==> config.mk <==
export PLATFORM = sky130hd
export DESIGN_NAME = first_fit_page_allocator_unit_flat
export DESIGN_NICKNAME = d
export VERILOG_FILES = /design/src/rtl/core/ffpa_pkg.sv /design/src/rtl/core/ffpa_req_if.sv /design/src/rtl/core/ffpa_rsp_if.sv /design/src/rtl/core/ffpa_ctrl.sv /design/src/rtl/core/ffpa_dpath.sv /design/src/rtl/core/first_fit_page_allocator_unit.sv /design/src/flat_wrapper.sv
export SDC_FILE = /design/constraint.sdc
export NUM_CORES = 1
export LEC_CHECK = 0
export ABC_AREA = 0
export ABC_CLOCK_PERIOD_IN_PS = 9400
export BUFFER_PORTS_ARGS = -buffer_cell sky130_fd_sc_hd__buf_4
export CELL_PAD_IN_SITES_DETAIL_PLACEMENT = 1
export CELL_PAD_IN_SITES_GLOBAL_PLACEMENT = 1
export CORE_MARGIN = 1
export CORE_UTILIZATION = 24
export DETAILED_ROUTE_END_ITERATION = 16
export PLACE_DENSITY_LB_ADDON = 0.3
export REMOVE_ABC_BUFFERS = 1
export SLEW_MARGIN = 20
export SYNTH_ARGS = -nofsm -noshare
export SYNTH_HDL_FRONTEND = slang
export SYNTH_SLANG_ARGS = --single-unit
==> constraint.sdc <==
create_clock -name clk -period 9.4 [get_ports clk]
set_input_delay 1.88 -clock clk [delete_from_list [all_inputs] [get_ports clk]]
set_output_delay 1.88 -clock clk [all_outputs]
set_load 0.05 [all_outputs]
==> src/rtl/core/ffpa_pkg.sv <==
// Shared types, constants and handshake codes of the first-fit page allocator.
`default_nettype none

package ffpa_pkg;

  // Geometry
  localparam int PAGE_COUNT_DEF  = 32;
  localparam int PAGE_BYTES      = 4096;
  localparam int MAX_ALLOC_BYTES = 8192;
  localparam int PB_SH           = $clog2(PAGE_BYTES);
  localparam int MAX_PAGES       = (MAX_ALLOC_BYTES + PAGE_BYTES - 1) / PAGE_BYTES;
  localparam int NEED_W          = $clog2(MAX_PAGES + 1);
  localparam int USE_W           = $clog2(PAGE_BYTES + 1);

  // Field widths
  localparam int ACT_W        = 2;
  localparam int BYTES_W      = 14;
  localparam int ID_W         = 16;
  localparam int IDX_W        = 5;
  localparam int STATUS_W     = 3;
  localparam int CNT_OUT_W    = 2;
  localparam int USED_OUT_W   = 13;
  localparam int STATE_OUT_W  = 2;
  localparam int CNT_OUT_MAX  = 3;
  localparam int USED_OUT_MAX = 8191;

  typedef enum logic [ACT_W-1:0] {
    ACT_ALLOC = 2'd0,
    ACT_FREE  = 2'd1,
    ACT_READ  = 2'd2
  } action_t;

  typedef enum logic [STATUS_W-1:0] {
    ST_OK        = 3'd0,
    ST_NO_FIT    = 3'd1,
    ST_NOT_FOUND = 3'd2,
    ST_BAD_SIZE  = 3'd3,
    ST_IDS_OUT   = 3'd4
  } status_t;

  typedef enum logic [STATE_OUT_W-1:0] {
    PS_FREE    = 2'd0,
    PS_PARTIAL = 2'd1,
    PS_FULL    = 2'd2
  } page_state_t;

  typedef enum logic [1:0] {
    RK_ERR   = 2'd0,
    RK_ALLOC = 2'd1,
    RK_FREE  = 2'd2,
    RK_READ  = 2'd3
  } res_kind_t;

  typedef struct packed {
    logic [ACT_W-1:0]   action;
    logic [BYTES_W-1:0] alloc_bytes;
    logic [ID_W-1:0]    free_id;
    logic [IDX_W-1:0]   page_index;
  } req_item_t;

  typedef struct packed {
    logic [STATUS_W-1:0]    status;
    logic [ID_W-1:0]        result_id;
    logic [IDX_W-1:0]       run_start;
    logic [CNT_OUT_W-1:0]   page_count;
    logic [USED_OUT_W-1:0]  page_bytes_used;
    logic [STATE_OUT_W-1:0] page_state;
  } rsp_item_t;

  // Controller to datapath
  typedef struct packed {
    logic      capture;
    logic      clear_wr;
    logic      scan;
    logic      sweep;
    logic      take_id;
    logic      alloc_wr;
    logic      rd_issue;
    logic      set_res;
    res_kind_t res_kind;
    status_t   res_code;
    logic      emit;
  } cmd_t;

  // Datapath to controller
  typedef struct packed {
    logic [ACT_W-1:0] act;
    logic             bad_size;
    logic             need_big;
    logic             id_zero;
    logic             idx_out;
    logic             clear_last;
    logic             found;
    logic             walk_end;
    logic             ids_out;
    logic             wr_last;
    logic             count_zero;
    logic             out_free;
  } sts_t;

endpackage

`default_nettype wire

==> src/rtl/core/ffpa_req_if.sv <==
// Request channel: valid/ready handshake carrying one request item.
`default_nettype none

interface ffpa_req_if import ffpa_pkg::*; ();
  logic      valid;
  logic      ready;
  req_item_t data;

  modport source (output valid, output data, input ready);
  modport sink   (input valid, input data, output ready);
endinterface

`default_nettype wire

==> src/rtl/core/ffpa_rsp_if.sv <==
// Response channel: valid/ready handshake carrying one result item.
`default_nettype none

interface ffpa_rsp_if import ffpa_pkg::*; ();
  logic      valid;
  logic      ready;
  rsp_item_t data;

  modport source (output valid, output data, input ready);
  modport sink   (input valid, input data, output ready);
endinterface

`default_nettype wire

==> src/rtl/core/ffpa_ctrl.sv <==
// Sequencing state machine of the allocator: clear pass, decode, scan, write, sweep, read.
`default_nettype none

module ffpa_ctrl import ffpa_pkg::*; (
  input  logic clk,
  input  logic rst,
  input  logic req_valid,
  output logic req_ready,
  output cmd_t cmd,
  input  sts_t sts
);

  typedef enum logic [8:0] {
    S_CLEAR     = 9'b000000001,
    S_IDLE      = 9'b000000010,
    S_DECODE    = 9'b000000100,
    S_SCAN      = 9'b000001000,
    S_WRITE     = 9'b000010000,
    S_SWEEP     = 9'b000100000,
    S_READ      = 9'b001000000,
    S_READ_WAIT = 9'b010000000,
    S_DONE      = 9'b100000000
  } state_t;

  state_t state, state_next;

  always_ff @(posedge clk) begin
    if (rst) begin
      state <= S_CLEAR;
    end else begin
      state <= state_next;
    end
  end

  always_comb begin
    state_next   = state;
    cmd          = '0;
    cmd.res_kind = RK_ERR;
    cmd.res_code = ST_OK;
    req_ready    = 1'b0;
    case (state)
      S_CLEAR: begin
        cmd.clear_wr = 1'b1;
        if (sts.clear_last) begin
          state_next = S_IDLE;
        end
      end
      S_IDLE: begin
        req_ready = 1'b1;
        if (req_valid) begin
          cmd.capture = 1'b1;
          state_next  = S_DECODE;
        end
      end
      S_DECODE: begin
        case (sts.act)
          ACT_ALLOC: begin
            if (sts.bad_size) begin
              cmd.set_res = 1'b1;
              cmd.res_code = ST_BAD_SIZE;
              state_next = S_DONE;
            end else if (sts.need_big) begin
              cmd.set_res = 1'b1;
              cmd.res_code = ST_NO_FIT;
              state_next = S_DONE;
            end else begin
              state_next = S_SCAN;
            end
          end
          ACT_FREE: begin
            // id 0 would match every free page
            if (sts.id_zero) begin
              cmd.set_res = 1'b1;
              cmd.res_code = ST_NOT_FOUND;
              state_next = S_DONE;
            end else begin
              state_next = S_SWEEP;
            end
          end
          ACT_READ: begin
            if (sts.idx_out) begin
              cmd.set_res = 1'b1;
              state_next = S_DONE;
            end else begin
              state_next = S_READ;
            end
          end
          default: begin
            cmd.set_res = 1'b1;
            state_next = S_DONE;
          end
        endcase
      end
      S_SCAN: begin
        cmd.scan = 1'b1;
        if (sts.found) begin
          if (sts.ids_out) begin
            cmd.set_res = 1'b1;
            cmd.res_code = ST_IDS_OUT;
            state_next = S_DONE;
          end else begin
            cmd.take_id = 1'b1;
            state_next = S_WRITE;
          end
        end else if (sts.walk_end) begin
          cmd.set_res = 1'b1;
          cmd.res_code = ST_NO_FIT;
          state_next = S_DONE;
        end
      end
      S_WRITE: begin
        cmd.alloc_wr = 1'b1;
        if (sts.wr_last) begin
          cmd.set_res = 1'b1;
          cmd.res_kind = RK_ALLOC;
          state_next = S_DONE;
        end
      end
      S_SWEEP: begin
        cmd.sweep = 1'b1;
        if (sts.walk_end) begin
          cmd.set_res = 1'b1;
          if (sts.count_zero) begin
            cmd.res_code = ST_NOT_FOUND;
          end else begin
            cmd.res_kind = RK_FREE;
          end
          state_next = S_DONE;
        end
      end
      S_READ: begin
        cmd.rd_issue = 1'b1;
        state_next = S_READ_WAIT;
      end
      S_READ_WAIT: begin
        cmd.set_res = 1'b1;
        cmd.res_kind = RK_READ;
        state_next = S_DONE;
      end
      S_DONE: begin
        if (sts.out_free) begin
          cmd.emit = 1'b1;
          state_next = S_IDLE;
        end
      end
      default: begin
        state_next = S_CLEAR;
      end
    endcase
  end

endmodule

`default_nettype wire

==> src/rtl/core/ffpa_dpath.sv <==
// Page tables, walk counter, run tracking, id counter and result register.
`default_nettype none

module ffpa_dpath import ffpa_pkg::*; #(
  parameter int PAGE_COUNT = PAGE_COUNT_DEF
) (
  input  logic      clk,
  input  logic      rst,
  input  cmd_t      cmd,
  output sts_t      sts,
  input  req_item_t req_data,
  output logic      rsp_valid,
  input  logic      rsp_ready,
  output rsp_item_t rsp_data
);

  localparam int PW = $clog2(PAGE_COUNT);
  localparam logic [PW-1:0] LAST = PW'(PAGE_COUNT - 1);

  // Page tables
  logic [ID_W-1:0]  owner_mem [PAGE_COUNT];
  logic [USE_W-1:0] usage_mem [PAGE_COUNT];
  logic [ID_W-1:0]  owner_rd;
  logic [USE_W-1:0] usage_rd;

  // Captured request
  logic [ACT_W-1:0]   act_q;
  logic [BYTES_W-1:0] bytes_q;
  logic [ID_W-1:0]    id_q;
  logic [IDX_W-1:0]   idx_q;
  logic [NEED_W-1:0]  need_q;
  logic               bad_q;

  // Walk and control
  logic [PW-1:0]     addr;
  logic [PW-1:0]     pend_addr;
  logic [PW-1:0]     start;
  logic              pend;
  logic              issue_done;
  logic              found;
  logic              walk_end;
  logic [NEED_W-1:0] run;
  logic [NEED_W-1:0] wcnt;
  logic [1:0]        count;
  logic [ID_W-1:0]   next_id;
  logic [ID_W-1:0]   alloc_id;
  res_kind_t         res_kind;
  status_t           res_code;

  logic [BYTES_W:0]   need_sum;
  logic [NEED_W-1:0]  need_in;
  logic               bad_in;
  logic               addr_last;
  logic               walk_re;
  logic               sweep_hit;
  logic [NEED_W-1:0]  run_inc;
  logic               mem_we;
  logic               mem_re;
  logic [PW-1:0]      wa;
  logic [PW-1:0]      ra;
  logic [ID_W-1:0]    owner_wd;
  logic [USE_W-1:0]   usage_wd;
  logic [USE_W-1:0]   last_use;
  logic [USE_W-1:0]   rem;
  rsp_item_t          res;

  always_comb begin
    need_sum = {1'b0, req_data.alloc_bytes} + (BYTES_W + 1)'(PAGE_BYTES - 1);
    need_in  = NEED_W'(need_sum >> PB_SH);
    bad_in   = (req_data.alloc_bytes == '0) ||
               (32'(req_data.alloc_bytes) > MAX_ALLOC_BYTES);
  end

  assign addr_last = (addr == LAST);
  assign walk_re   = (cmd.scan || cmd.sweep) && !issue_done;
  assign sweep_hit = cmd.sweep && pend && (owner_rd == id_q);
  assign run_inc   = NEED_W'(run + 1'b1);

  assign rem      = USE_W'(bytes_q[PB_SH-1:0]);
  assign last_use = (rem == '0) ? USE_W'(PAGE_BYTES) : rem;

  always_comb begin
    mem_we   = cmd.clear_wr || cmd.alloc_wr || sweep_hit;
    wa       = sweep_hit ? pend_addr : addr;
    owner_wd = cmd.alloc_wr ? alloc_id : '0;
    usage_wd = '0;
    if (cmd.alloc_wr) begin
      usage_wd = sts.wr_last ? last_use : USE_W'(PAGE_BYTES);
    end
    mem_re = walk_re || cmd.rd_issue;
    ra     = cmd.rd_issue ? PW'(idx_q) : addr;
  end

  always_ff @(posedge clk) begin
    if (mem_we) begin
      owner_mem[wa] <= owner_wd;
      usage_mem[wa] <= usage_wd;
    end
    if (mem_re) begin
      owner_rd <= owner_mem[ra];
      usage_rd <= usage_mem[ra];
    end
  end

  // Control registers
  always_ff @(posedge clk) begin
    if (rst) begin
      addr       <= '0;
      pend       <= 1'b0;
      issue_done <= 1'b0;
      found      <= 1'b0;
      walk_end   <= 1'b0;
      run        <= '0;
      wcnt       <= '0;
      count      <= '0;
      next_id    <= ID_W'(1);
      rsp_valid  <= 1'b0;
    end else begin
      pend <= walk_re;
      if (cmd.capture) begin
        addr       <= '0;
        issue_done <= 1'b0;
        found      <= 1'b0;
        walk_end   <= 1'b0;
        run        <= '0;
        count      <= '0;
      end else if (cmd.take_id) begin
        addr    <= start;
        wcnt    <= '0;
        next_id <= ID_W'(next_id + 1'b1);
      end else if (cmd.clear_wr || cmd.alloc_wr) begin
        addr <= PW'(addr + 1'b1);
        wcnt <= NEED_W'(wcnt + 1'b1);
      end else if (walk_re) begin
        addr       <= PW'(addr + 1'b1);
        issue_done <= addr_last;
      end

      // first fit: the earliest window of free pages ends at the first full run
      if (cmd.scan && pend && !found) begin
        if (owner_rd == '0) begin
          run <= run_inc;
          if (run_inc == need_q) begin
            found <= 1'b1;
          end else if (pend_addr == LAST) begin
            walk_end <= 1'b1;
          end
        end else begin
          run <= '0;
          if (pend_addr == LAST) begin
            walk_end <= 1'b1;
          end
        end
      end

      if (cmd.sweep && pend) begin
        if (sweep_hit && count != 2'd3) begin
          count <= 2'(count + 1'b1);
        end
        if (pend_addr == LAST) begin
          walk_end <= 1'b1;
        end
      end

      if (cmd.emit) begin
        rsp_valid <= 1'b1;
      end else if (rsp_ready) begin
        rsp_valid <= 1'b0;
      end
    end
  end

  // Payload registers
  always_ff @(posedge clk) begin
    if (cmd.capture) begin
      act_q   <= req_data.action;
      bytes_q <= req_data.alloc_bytes;
      id_q    <= req_data.free_id;
      idx_q   <= req_data.page_index;
      need_q  <= need_in;
      bad_q   <= bad_in;
    end
    if (walk_re) begin
      pend_addr <= addr;
    end
    if (cmd.scan && pend && !found && owner_rd == '0 && run_inc == need_q) begin
      start <= PW'(pend_addr - PW'(need_q) + 1'b1);
    end
    if (cmd.take_id) begin
      alloc_id <= next_id;
    end
    if (cmd.set_res) begin
      res_kind <= cmd.res_kind;
      res_code <= cmd.res_code;
    end
    if (cmd.emit) begin
      rsp_data <= res;
    end
  end

  always_comb begin
    res        = '0;
    res.status = res_code;
    case (res_kind)
      RK_ERR: begin
        res.status = res_code;
      end
      RK_ALLOC: begin
        res.status     = ST_OK;
        res.result_id  = alloc_id;
        res.run_start  = IDX_W'(start);
        res.page_count = (32'(need_q) > CNT_OUT_MAX) ? CNT_OUT_W'(CNT_OUT_MAX)
                                                     : CNT_OUT_W'(need_q);
      end
      RK_FREE: begin
        res.status     = ST_OK;
        res.result_id  = id_q;
        res.page_count = count;
      end
      RK_READ: begin
        res.status          = ST_OK;
        res.result_id       = owner_rd;
        res.page_bytes_used = (32'(usage_rd) > USED_OUT_MAX) ? USED_OUT_W'(USED_OUT_MAX)
                                                             : USED_OUT_W'(usage_rd);
        if (owner_rd == '0) begin
          res.page_state = PS_FREE;
        end else if (usage_rd == USE_W'(PAGE_BYTES)) begin
          res.page_state = PS_FULL;
        end else begin
          res.page_state = PS_PARTIAL;
        end
      end
      default: begin
        res.status = res_code;
      end
    endcase
  end

  always_comb begin
    sts            = '0;
    sts.act        = act_q;
    sts.bad_size   = bad_q;
    sts.need_big   = 32'(need_q) > PAGE_COUNT;
    sts.id_zero    = (id_q == '0);
    sts.idx_out    = 32'(idx_q) >= PAGE_COUNT;
    sts.clear_last = addr_last;
    sts.found      = found;
    sts.walk_end   = walk_end;
    sts.ids_out    = (next_id == '0);
    sts.wr_last    = (NEED_W'(wcnt + 1'b1) == need_q);
    sts.count_zero = (count == '0);
    sts.out_free   = !rsp_valid || rsp_ready;
  end

endmodule

`default_nettype wire

==> src/rtl/core/first_fit_page_allocator_unit.sv <==
// First-fit contiguous page allocator: top level joining controller and datapath.
//
// req carries one request beat: action (allocate, free by id, read page),
// alloc_bytes, free_id and page_index. rsp returns exactly one result beat
// per request: status, result_id, run_start, page_count, page_bytes_used
// and page_state. Both channels use valid/ready; a beat moves when both are high.
//
// One request is in flight at a time. Allocate reads the page table in a
// first-fit scan (one page table read per cycle) that stops at the first
// fitting run, then does one write per page of the run; free visits every
// page (one page visited per cycle). The page table port paces both walks.
// Once the result is registered, the controller is idle and ready for the
// next request.
//
// After reset the page tables are cleared one page per cycle, so req.ready
// stays low until every page has been cleared; ids restart at 1.
// The result sits in an output register; while the receiver stalls, the next
// request is still accepted and worked on, and only its result waits.
`default_nettype none

module first_fit_page_allocator_unit import ffpa_pkg::*; #(
  parameter int PAGE_COUNT = PAGE_COUNT_DEF
) (
  input logic       clk,
  input logic       rst,
  ffpa_req_if.sink   req,
  ffpa_rsp_if.source rsp
);

  cmd_t cmd;
  sts_t sts;

  ffpa_ctrl u_ctrl (
    .clk       (clk),
    .rst       (rst),
    .req_valid (req.valid),
    .req_ready (req.ready),
    .cmd       (cmd),
    .sts       (sts)
  );

  ffpa_dpath #(
    .PAGE_COUNT (PAGE_COUNT)
  ) u_dpath (
    .clk       (clk),
    .rst       (rst),
    .cmd       (cmd),
    .sts       (sts),
    .req_data  (req.data),
    .rsp_valid (rsp.valid),
    .rsp_ready (rsp.ready),
    .rsp_data  (rsp.data)
  );

endmodule

`default_nettype wire

==> src/flat_wrapper.sv <==
// flat-port wrapper written by rule: the top's interface ports become plain ports
module first_fit_page_allocator_unit_flat import ffpa_pkg::*;
#(
  parameter int PAGE_COUNT = PAGE_COUNT_DEF
)
  (clk, rst, req_valid, req_data, req_ready, rsp_valid, rsp_data, rsp_ready);
  ffpa_req_if req_i ();
  ffpa_rsp_if rsp_i ();
  input logic clk;
  input logic rst;
  input wire logic [$bits(req_i.valid)-1:0] req_valid;
  input wire logic [$bits(req_i.data)-1:0] req_data;
  output wire logic [$bits(req_i.ready)-1:0] req_ready;
  output wire logic [$bits(rsp_i.valid)-1:0] rsp_valid;
  output wire logic [$bits(rsp_i.data)-1:0] rsp_data;
  input wire logic [$bits(rsp_i.ready)-1:0] rsp_ready;
  assign req_i.valid = req_valid;
  assign req_i.data = req_data;
  assign req_ready = req_i.ready;
  assign rsp_valid = rsp_i.valid;
  assign rsp_data = rsp_i.data;
  assign rsp_i.ready = rsp_ready;
  first_fit_page_allocator_unit #(.PAGE_COUNT(PAGE_COUNT)) u_core (.clk(clk), .rst(rst), .req(req_i), .rsp(rsp_i));
endmodule
* Yosys cells after proc, flatten, opt, wreduce, memory -nomap -nowiden
Memories as Yosys holds them, arrays and structs flattened. A register that Yosys moved wholly into a read port is not among the register bits.
Cells that the tools add are included.
Widths: inputs -> output; s select.
** Operators by class
- Add/sub/neg operators :: 8
- Multiply operators :: 0
- Divide/modulo/power cells :: 0
- $lt $le $gt $ge :: 1
- Eq/ne operators :: 25
- Shift-type cells :: 0
- Multiplexer cells :: 79
- Bitwise gates (word level) :: 4
- Reduce and logical (&&, ||, !) cells :: 36
** Operators by type and width (count)
- $mux 9 :: 9
- $pmux 9 s9 :: 1
- $logic_not 16->1 :: 3
- $pmux 16 s3 :: 1
- $mux 13 :: 3
- $mux 1 :: 34
- $pmux 9 s3 :: 1
- $mux 2 :: 13
- $mux 5 :: 5
- $add 16x1->16 const B :: 1
- $eq 16x16->1 :: 1
- $mux 16 :: 1
- $add 14x12->14 const B :: 1
- $gt 14x14->1 const B :: 1
- $logic_not 14->1 :: 1
- $eq 13x13->1 const B :: 1
- $logic_not 13->1 :: 1
- $add 5x1->5 const B :: 2
- $eq 5x5->1 const B :: 2
- $eq 9x1->1 const B :: 1
- $eq 9x2->1 const B :: 1
- $eq 9x3->1 const B :: 1
- $eq 9x4->1 const B :: 1
- $eq 9x5->1 const B :: 1
- other kinds (31) :: 66
** Storage, ports and cells
- Register bits :: 151
- Bits in latches :: 0
- RAM bits :: 928
- ROM bits :: 0
- Word-level logic and storage cells :: 183
- Memories :: 2
** Memories
- u_core.u_dpath.owner_mem :: depth 32, width 16, rd ports 1, clocked after memory_dff 1, write ports 1, RTL line ffpa_dpath.sv:21 : logic [ID_W-1:0] owner_mem [PAGE_COUNT];
- u_core.u_dpath.usage_mem :: depth 32, width 13, rd ports 1, clocked after memory_dff 1, write ports 1, RTL line ffpa_dpath.sv:22 : logic [USE_W-1:0] usage_mem [PAGE_COUNT];

* Depth between registers and ports, before layout
Gate-level depths: netlist of the first run.
- Word-level depth :: 9
- Gate-level depth with buffers :: 11

* Hierarchy
A second synthesis of the first run with hierarchy kept.
** Unflattened totals
- Cell total of the unflattened synthesis :: 2868
- Area, all modules :: 46012.9 um^2
** Modules (own cells, without submodules)
- ffpa_dpath :: times used 1, cells an instance 2749, area each 45135.8 um^2
- ffpa_ctrl :: times used 1, cells an instance 119, area each 877.1 um^2

* Worst setup path after synthesis of the first run
Ideal clock, no wire load.
- Kind :: register -> output
- From :: register u_core.u_ctrl.state[5]
- To :: output port req_ready
- Arrival time :: 2.756 ns
- Data required time :: 7.520 ns
- Path slack :: 4.764 ns
- Cell stages (with the launch flop) :: 5
- Buffers on the path :: 2
- Cells stage by stage :: dfxtp_1 -> buf_6 -> or4_4 -> buf_6 -> nor4_1
** Between the ends
- Longest elaborated chain between the ends :: 2
** Ends and longest elaborated chain
- from (decl) :: RTL line ffpa_ctrl.sv:25 : state_t state, state_next;
- from (signal assigned) :: RTL line ffpa_ctrl.sv:31 : state <= state_next;
- $eq 9x2->1 :: RTL line ffpa_ctrl.sv:41 : case (state)
- $mux 1 :: RTL line ffpa_ctrl.sv:41
- to (decl) :: RTL line flat_wrapper.sv:13 : output wire logic [$bits(req_i.ready)-1:0] req_ready;
Every way passes these cells.

* Worst setup path in the final report of the first run
- From :: register u_core.u_ctrl.state[1]
- To :: register u_core.u_dpath.owner_rd[10], read port of u_core.u_dpath.owner_mem, data pin
** Between the ends
- Longest elaborated chain between the ends :: 5
- Elaborated cells between the ends (all ways) :: 10
- Those cells by class :: eq/ne (3); mux (4); reduce/logical (3)
** Ends and longest elaborated chain
- $eq 9x4->1 / $eq 9x6->1 (equally long branches) :: RTL line ffpa_ctrl.sv:41
- $mux 1 :: RTL line ffpa_ctrl.sv:41
- $logic_or 1x1->1 :: RTL line ffpa_dpath.sv:75 : assign walk_re = (cmd.scan || cmd.sweep) && !issue_done;
- $logic_and 1x1->1 :: RTL line ffpa_dpath.sv:75
- $logic_or 1x1->1 :: RTL line ffpa_dpath.sv:90 : mem_re = walk_re || cmd.rd_issue;
- to (decl) :: RTL line ffpa_dpath.sv:23 : logic [ID_W-1:0] owner_rd;
Several ways; a longest one is shown, not always the timed one.
A chain may end at the register's enable or synchronous reset.

==> results.toml, run 1 <==
[outcome]
outcome = "finished clean"

[layout]
layout-drive-gt1-share = 0.126
layout_common_cells = "1,067 x edfxtp_1, 595 x nand3_1, 470 x o21ai_0, 234 x a32oi_1, 175 x buf_4"
areaGrowthSynthToFinish_pct = 16.5
design_area_mm2 = 0.0532
layout_commonest_cell = "edfxtp_1"
nets = 3382
n_fill_cell = 20100

[hold_path]
hold_depth = 2
hold_class = "flop to flop"
hp-start = "u_core.u_dpath.issue_done$_SDFFE_PP0P_"
whs_endpoint = "u_core.u_dpath.issue_done$_SDFFE_PP0P_"

[clock_tree]
cts_tree = "done"
post_cts_buffers = 0
cts_resized = 0
clk_pin_slew_ns = 0.06
clock_sinks = 1108
clock_latency_ns = 0.78
numCtsBuffers = 113
htree_num_levels = 3
ctsHoldBuffers = 0
clock_tree.buffer_depth = 3
cts-root-buf = "clkbuf_16"

[setup_path]
crit_type = "flop to flop"
crit_arrival_ns = 5.36
r2r_setup_slack_ns = 4.61
path_max_fanout = 84
r2r_end = "u_core.u_dpath.owner_rd[10]$_DFFE_PP_"
path_cells = "nor3_2 -> and4_4 -> buf_4 -> buf_4 -> o21ai_0 -> nand3_1 -> a41oi_1 -> nor4_1"
worstSetupStartpointType = "flop"
r2r_start = "u_core.u_ctrl.state[1]$_SDFFE_PP0P_"
endpoint_kind = "flop"
required_ns = 9.97
critical-path-max-stage-delay_ns = 1.03
cpMostUsedCell = "buf_4"
cpMaxStageDelayCell = "and4_4"
reg2reg_depth = 8

[global_route]
grt_overflow = 0
grt_pass1_wl_mm = 234
grt_pass1_vias = 30900
antenna_found_initial = 8
grt.total_usage = 0.166
grt_max_degree = 233

[synth]
synthXorXnorAreaFrac = 0.00786
syn_area_per_cell_um2 = 13.7
synthDistinctLibCells = 62
synth_warnings = 0
ys_seq_area_frac = 0.720
synthSimpleGateAreaFrac = 0.106
synth_fa_ha_area_frac = 0.00510
synthFlopType = "edfxtp_1"
ys_ff_latch = 1108
synthCells = 3339
synth_area_mm2 = 0.0457
ys_async_sr_fraction = 0
synth_top_family_by_area = "compound AO/OA/AOI/OAI gates"
synth-compound-area-share = 0.127
muxShareOfSynthArea = 0.00340
synth_edf_count = 1067

[timing]
finClkSkew_ns = 0.0812
setup_violations = 0
period_needed_ns = 4.79
grt_setup_unrepaired = "no"
timing.fmax_mhz = 209
hold_viol_final = 0
final-max-slew-violation-count = 0
worst_pin_slew_ns = 1.17
slew_headroom = 0.217
period_share = 0.510

[die]
coreArea_mm2 = 0.188
io_pins = 84
start_util = 0.242
die_area_mm2 = 0.192
std_cell_rows = 159
fp.dieW_um = 438
die_y_um = 438

[route]
ant_nets = 0
avgRoutedWirePerCell_um = 27.7
vias_per_cell = 5.24
drc_errors = 0
drt_pass1_iterations = 8
drt_wl_total_mm = 164
drt_iter0_drc = 3220
vias = 31000

[flow_run]
drv_cap = 0

[power_and_ir_drop]
ir_worst_vdd_mv = 0.144
fin_total_pwr_mw = 11.1
power.density_mw_per_mm2 = 208
leakage_nw = 15.3

[placed_design]
dp.final_hpwl_mm = 90.0
place_area_mm2 = 0.0494
place.port_buffers = 83
routabilityCongestion = 0.784
[state kept, by name (all words and copies together) (netlist names), 2 cells and up]
name and cells:
u_core.u_dpath.owner_mem 512, u_core.u_dpath.usage_rd 13, u_core.u_dpath.res_code 3, u_core.u_dpath.next_id 16
u_core.u_dpath.pend_addr 5, u_core.u_dpath.rsp_data 41, u_core.u_dpath.run 2, u_core.u_dpath.start 5
u_core.u_dpath.act_q 2, u_core.u_dpath.wcnt 2, u_core.u_dpath.owner_rd 16, u_core.u_dpath.alloc_id 16
u_core.u_dpath.usage_mem 416, u_core.u_dpath.need_q 2, u_core.u_dpath.id_q 16, u_core.u_dpath.res_kind 2
u_core.u_dpath.bytes_q 12, u_core.u_ctrl.state 9, u_core.u_dpath.idx_q 5, u_core.u_dpath.count 2
u_core.u_dpath.addr 5
[synthesized netlist by cell type, drive strengths merged (3+ instances only)]
master / n / area, um2
nor2b: 12 / 75.1
nor4b: 5 / 43.8
a41oi: 59 / 517
mux2: 4 / 45.0
nand2b: 10 / 62.6
and2: 53 / 332
or2: 4 / 25.0
and4: 5 / 43.8
o22ai: 59 / 369
mux2i: 11 / 110
a21o: 3 / 22.5
xor2: 24 / 210
nor2: 98 / 368
or3: 6 / 42.5
buf: 83 / 424
xnor2: 17 / 149
and3: 9 / 56.3
nand4b: 5 / 43.8
nor3b: 3 / 22.5
ha: 17 / 213
a31oi: 6 / 37.5
a222oi: 16 / 160
a32oi: 236 / 2070
a21oi: 19 / 95.1
o31ai: 5 / 61.3
o21ai: 471 / 2360
or4: 5 / 45.0
clkbuf: 230 / 863
nand3: 595 / 2980
edfxtp: 1067 / 32000
nor4: 58 / 378
inv: 26 / 97.6
nand4: 17 / 106
nand2: 22 / 82.6
dfxtp: 41 / 821
nor3: 17 / 106
[worst max path at each step]
stage                                       endpoint                                start  cells past startpoint
2_1_floorplan  u_core.u_dpath.owner_rd[14]$_DFFE_PP_  u_core.u_ctrl.state[5]$_SDFFE_PP0P_                      6
3_3_place_gp   u_core.u_dpath.usage_rd[10]$_DFFE_PP_  u_core.u_ctrl.state[1]$_SDFFE_PP0P_                      8
3_5_place_dp    u_core.u_dpath.owner_rd[1]$_DFFE_PP_  u_core.u_ctrl.state[1]$_SDFFE_PP0P_                      8
4_1_cts                                    req_ready  u_core.u_ctrl.state[5]$_SDFFE_PP0P_                      3
5_1_grt         u_core.u_dpath.usage_rd[6]$_DFFE_PP_  u_core.u_ctrl.state[1]$_SDFFE_PP0P_                      8
6_report       u_core.u_dpath.owner_rd[10]$_DFFE_PP_  u_core.u_ctrl.state[1]$_SDFFE_PP0P_                      8
[per-stage QoR]
stage	setup TNS [ns]	instances	setup slack (ns)	util	hold slack, ns
finish	0	5919	4.61	0.282	0.492
global placement	0	5701	4.79	0.262	0.449
detailed placement	0	5703	4.65	0.262	0.467
CTS	0	5918	4.59	0.282	0.482
floorplan	-131.72	3026	-4.54	-	0.438
global route	0	5918	4.24	0.282	0.519
[final cells by class]
cell class                      count  area, um2  area share
Tap cell                         2495       3120      0.0587
Sequential cell                  1108      32900       0.618
Clock buffer                      129       2910      0.0547
Timing Repair Buffer              182       1460      0.0274
Multi-Input combinational cell   1892      11900       0.223
Antenna cell                        1       2.50   0.0000470
Inverter                           26       97.6     0.00183
Clock inverter                     86        880      0.0165
[worst max-delay path: cells and delay by family, from the launching register on]
family,cells,cell delay [ns]
flip-flops,1,0.34
AO/OA/AOI/OAI,2,0.32
AND/OR/NAND/NOR,4,2.31
buffers and inverters,2,1.47
[cells by family (layout without fill, tap and decap cells)]
logic type	after synthesis	in the layout
adder cells (fa/ha/maj)	18	18
AND/OR/NAND/NOR	929	929
buffers and inverters	339	423
AO/OA/AOI/OAI	889	889
XOR/XNOR	41	41
multiplexers	15	15
other	0	1
flip-flops	1108	1108
[power breakdown]
group	total, mW	internal (mW)	switching, mW
logic	0.959	0.269	0.690
clock network	4.68	2.64	2.05
registers	5.44	5.42	0.0207
[layer usage]
metal | vias to the layer above | wire length [um] | GRT usage | part of all wire
met5 | - | 0 | 0 | 0
met4 | 0 | 4360 | 0.0455 | 0.027
met3 | 209 | 9960 | 0.0272 | 0.061
met2 | 999 | 77200 | 0.269 | 0.47
met1 | 16400 | 72500 | 0.228 | 0.44
li1 | 13400 | - | - | -
(Power assumes the default switching activity.)
==> run 2: changes to the inputs <==
--- a/config.mk
+++ b/config.mk
@@ -5,8 +5,8 @@
 export SDC_FILE = /design/constraint.sdc
 export NUM_CORES = 1
 export LEC_CHECK = 0
-export ABC_AREA = 0
-export ABC_CLOCK_PERIOD_IN_PS = 9400
+export ABC_AREA = 1
+export ABC_CLOCK_PERIOD_IN_PS = 4800
 export BUFFER_PORTS_ARGS = -buffer_cell sky130_fd_sc_hd__buf_4
 export CELL_PAD_IN_SITES_DETAIL_PLACEMENT = 1
 export CELL_PAD_IN_SITES_GLOBAL_PLACEMENT = 1
==> constraint.sdc (replaced) <==
create_clock -name clk -period 4.8 [get_ports clk]
set_input_delay 0.96 -clock clk [delete_from_list [all_inputs] [get_ports clk]]
set_output_delay 0.96 -clock clk [all_outputs]
set_load 0.05 [all_outputs]
==> run 2 against run 1 <==
Combinational power grew 86%; via count grew 11%; cell count grew 29%; setup slack lost 3.7 ns; non-clock buffer count grew 9; total power grew 94%; global-route usage shrank 0.74 points; clock power grew 93%; hold slack lost 0.12 ns; clock-buffer cell count grew 27; critical endpoint is now u_core.u_dpath.owner_rd[2]$_DFFE_PP_.
==> results.toml, run 2 <==
[clock_tree]
cts_resized = 0
numCtsBuffers = 118
cts_tree = "done"
clock_tree.buffer_depth = 3
clock_sinks = 1108
clock_latency_ns = 0.79
ctsHoldBuffers = 0
cts-root-buf = "clkbuf_16"
post_cts_buffers = 0
htree_num_levels = 3
clk_pin_slew_ns = 0.06

[synth]
synthFlopType = "edfxtp_1"
synthSimpleGateAreaFrac = 0.217
synth_top_area_cell = "edfxtp_1"
muxShareOfSynthArea = 0
ys_seq_area_frac = 0.667
synth.top_cell.area_share = 0.650
yosysMostFrequentCell = "edfxtp_1"
synth_top_family_by_area = "simple AND/OR/NAND/NOR gates"
syn_area_per_cell_um2 = 10.2
synthTopCellsByArea = "edfxtp_1 65%, nand3_1 11%, nand2_1 7.7%, inv_1 7.6%, dfxtp_1 1.7%"
synth_commonest_cells = "1,067 x edfxtp_1, 1,040 x nand3_1, 1,015 x nand2_1"
ys_ff_latch = 1108
synth_warnings = 0
ys_async_sr_fraction = 0
synthDistinctLibCells = 41
synthXorXnorAreaFrac = 0.00587
synth-compound-area-share = 0.00759
synthCells = 4811
synth_fa_ha_area_frac = 0.00472
synth_edf_count = 1067
synth_area_mm2 = 0.0493

[timing]
grt_setup_unrepaired = "no"
period_needed_ns = 3.86
hold_viol_final = 0
final-max-slew-violation-count = 0
worst_pin_slew_ns = 1.11
finClkSkew_ns = 0.0707
slew_headroom = 0.258
setup_violations = 0
period_share = 0.803
fin_ws_ns = 0.944
tns_ns = 0
hold_slack_ns = 0.373
timing.fmax_mhz = 259

[setup_path]
r2r_setup_slack_ns = 0.94
r2r_start = "u_core.u_ctrl.state[4]$_SDFFE_PP0P_"
r2r_end = "u_core.u_dpath.owner_rd[2]$_DFFE_PP_"
endpoint_kind = "flop"
crit_type = "flop to flop"
required_ns = 5.24
path_max_fanout = 144
reg2reg_depth = 13
critical_path.endpoint = "u_core.u_dpath.owner_rd[2]$_DFFE_PP_"
worstSetupStartpointType = "flop"
critPathLaunch = "u_core.u_ctrl.state[4]$_SDFFE_PP0P_"
crit_arrival_ns = 4.29

[global_route]
grt_max_degree = 145
grt_overflow = 0
grt_pass1_vias = 35900
grt.total_usage = 0.159
grt_pass1_wl_mm = 243
antenna_found_initial = 8

[layout]
largest_reg_flops = 512
design_area_mm2 = 0.0576
multi_input_area_mm2 = 0.0121
stdcell_count = 7662
nets = 4943
reg.largest.list = "u_core.u_dpath.owner_mem (512), u_core.u_dpath.usage_mem (416), u_core.u_dpath.rsp_data (41)"
layout-drive-gt1-share = 0.0890
largest-register = "u_core.u_dpath.owner_mem"
layout_commonest_cell = "edfxtp_1"
layout_common_cells = "1,067 x edfxtp_1, 1,040 x nand3_1, 1,014 x nand2_1, 990 x inv_1, 160 x buf_4"
final-seq-area_mm2 = 0.0329
n_fill_cell = 23000
areaGrowthSynthToFinish_pct = 16.9
final_util = 0.283

[outcome]
outcome = "finished clean"

[placed_design]
place.port_buffers = 83
dp.final_hpwl_mm = 95.0
post-place-ws_ns = 0.914
routabilityCongestion = 0.793
dp_cells = 7436
place_area_mm2 = 0.0538

[route]
topRoutingLayerUsed = "met5"
drt_iter0_drc = 2216
wl_met2_mm = 81.0
drt_pass1_iterations = 5
wl_met1_mm = 72.9
wl_met3_mm = 5.86
ant_nets = 0
drt_wl_total_mm = 165
vias_per_cell = 4.49
avgRoutedWirePerCell_um = 21.6
vias = 34400
drc_errors = 0

[die]
coreArea_mm2 = 0.203
start_util = 0.243
io_pins = 84
die_y_um = 455
die_area_mm2 = 0.207
fp.dieW_um = 455
std_cell_rows = 165

[power_and_ir_drop]
leakage_nw = 23.9
fin_total_pwr_mw = 21.5
power.density_mw_per_mm2 = 373
ir_worst_vdd_mv = 0.295

[hold_path]
hold_class = "primary input to flop"
hold_depth = 1
hp-start = "req_data[22]"

[flow_run]
drv_cap = 0
## run 2: worst min path at each step
| stage | endpoint | slack, ns |
|---|---|---|
| 2_1_floorplan | u_core.u_dpath.alloc_id[2]$_DFFE_PP_ | 0.43 |
| 3_3_place_gp | u_core.u_dpath.alloc_id[2]$_DFFE_PP_ | 0.44 |
| 3_5_place_dp | u_core.u_dpath.alloc_id[6]$_DFFE_PP_ | 0.46 |
| 4_1_cts | u_core.u_dpath.bytes_q[1]$_DFFE_PP_ | 0.30 |
| 5_1_grt | u_core.u_dpath.bytes_q[2]$_DFFE_PP_ | 0.33 |
| 6_report | u_core.u_dpath.bytes_q[1]$_DFFE_PP_ | 0.37 |
## run 2: logic make-up (layout without fill, tap and decap cells)
kind of cell	count (synthesis)	count (layout)
xor gates and xnor gates	33	33
AOI/OAI and AO/OA	68	68
buffers and inverters	1234	1410
adders and majority gates	18	18
and+or+nand+nor	2350	2350
other	0	3
DFF	1108	1108
## run 2: final cells by class
class | count | share of cell area
Sequential cell | 1108 | 0.571
Multi-Input combinational cell | 2469 | 0.209
Inverter | 996 | 0.0651
Tap cell | 2672 | 0.0581
Clock buffer | 156 | 0.0549
Timing Repair Buffer | 191 | 0.0318
Clock inverter | 67 | 0.0100
Antenna cell | 3 | 0.000130
## run 2: metal layers
| metal | vias to the layer above | track usage |
|---|---|---|
| li1 | 15900 | - |
| met1 | 17600 | 0.204 |
| met2 | 615 | 0.274 |
| met3 | 209 | 0.0179 |
| met4 | 2 | 0.0563 |
| met5 | - | 0 |
## run 2: power by group
group | total [mW] | leakage (nW) | internal, mW | switching (mW)
logic | 1.78 | 12.5 | 0.489 | 1.30
registers | 10.6 | 9.60 | 10.6 | 0.0378
clock network | 9.03 | 1.82 | 5.00 | 4.03
total | 21.5 | 23.9 | 16.1 | 5.36
## run 2: critical path, stage by stage, from the launching register on
cell and delay (ns):
dfxtp_1 0.34, nor2_2 0.17, nand2_2 0.15, inv_1 0.16, nand3_4 0.43, nand2_8 0.60
buf_12 0.62, nand2_1 0.12, nand3_1 0.13, nand3_1 0.12, nand3_1 0.14, nand2_1 0.07
nand2_1 0.14, nand2_1 0.22
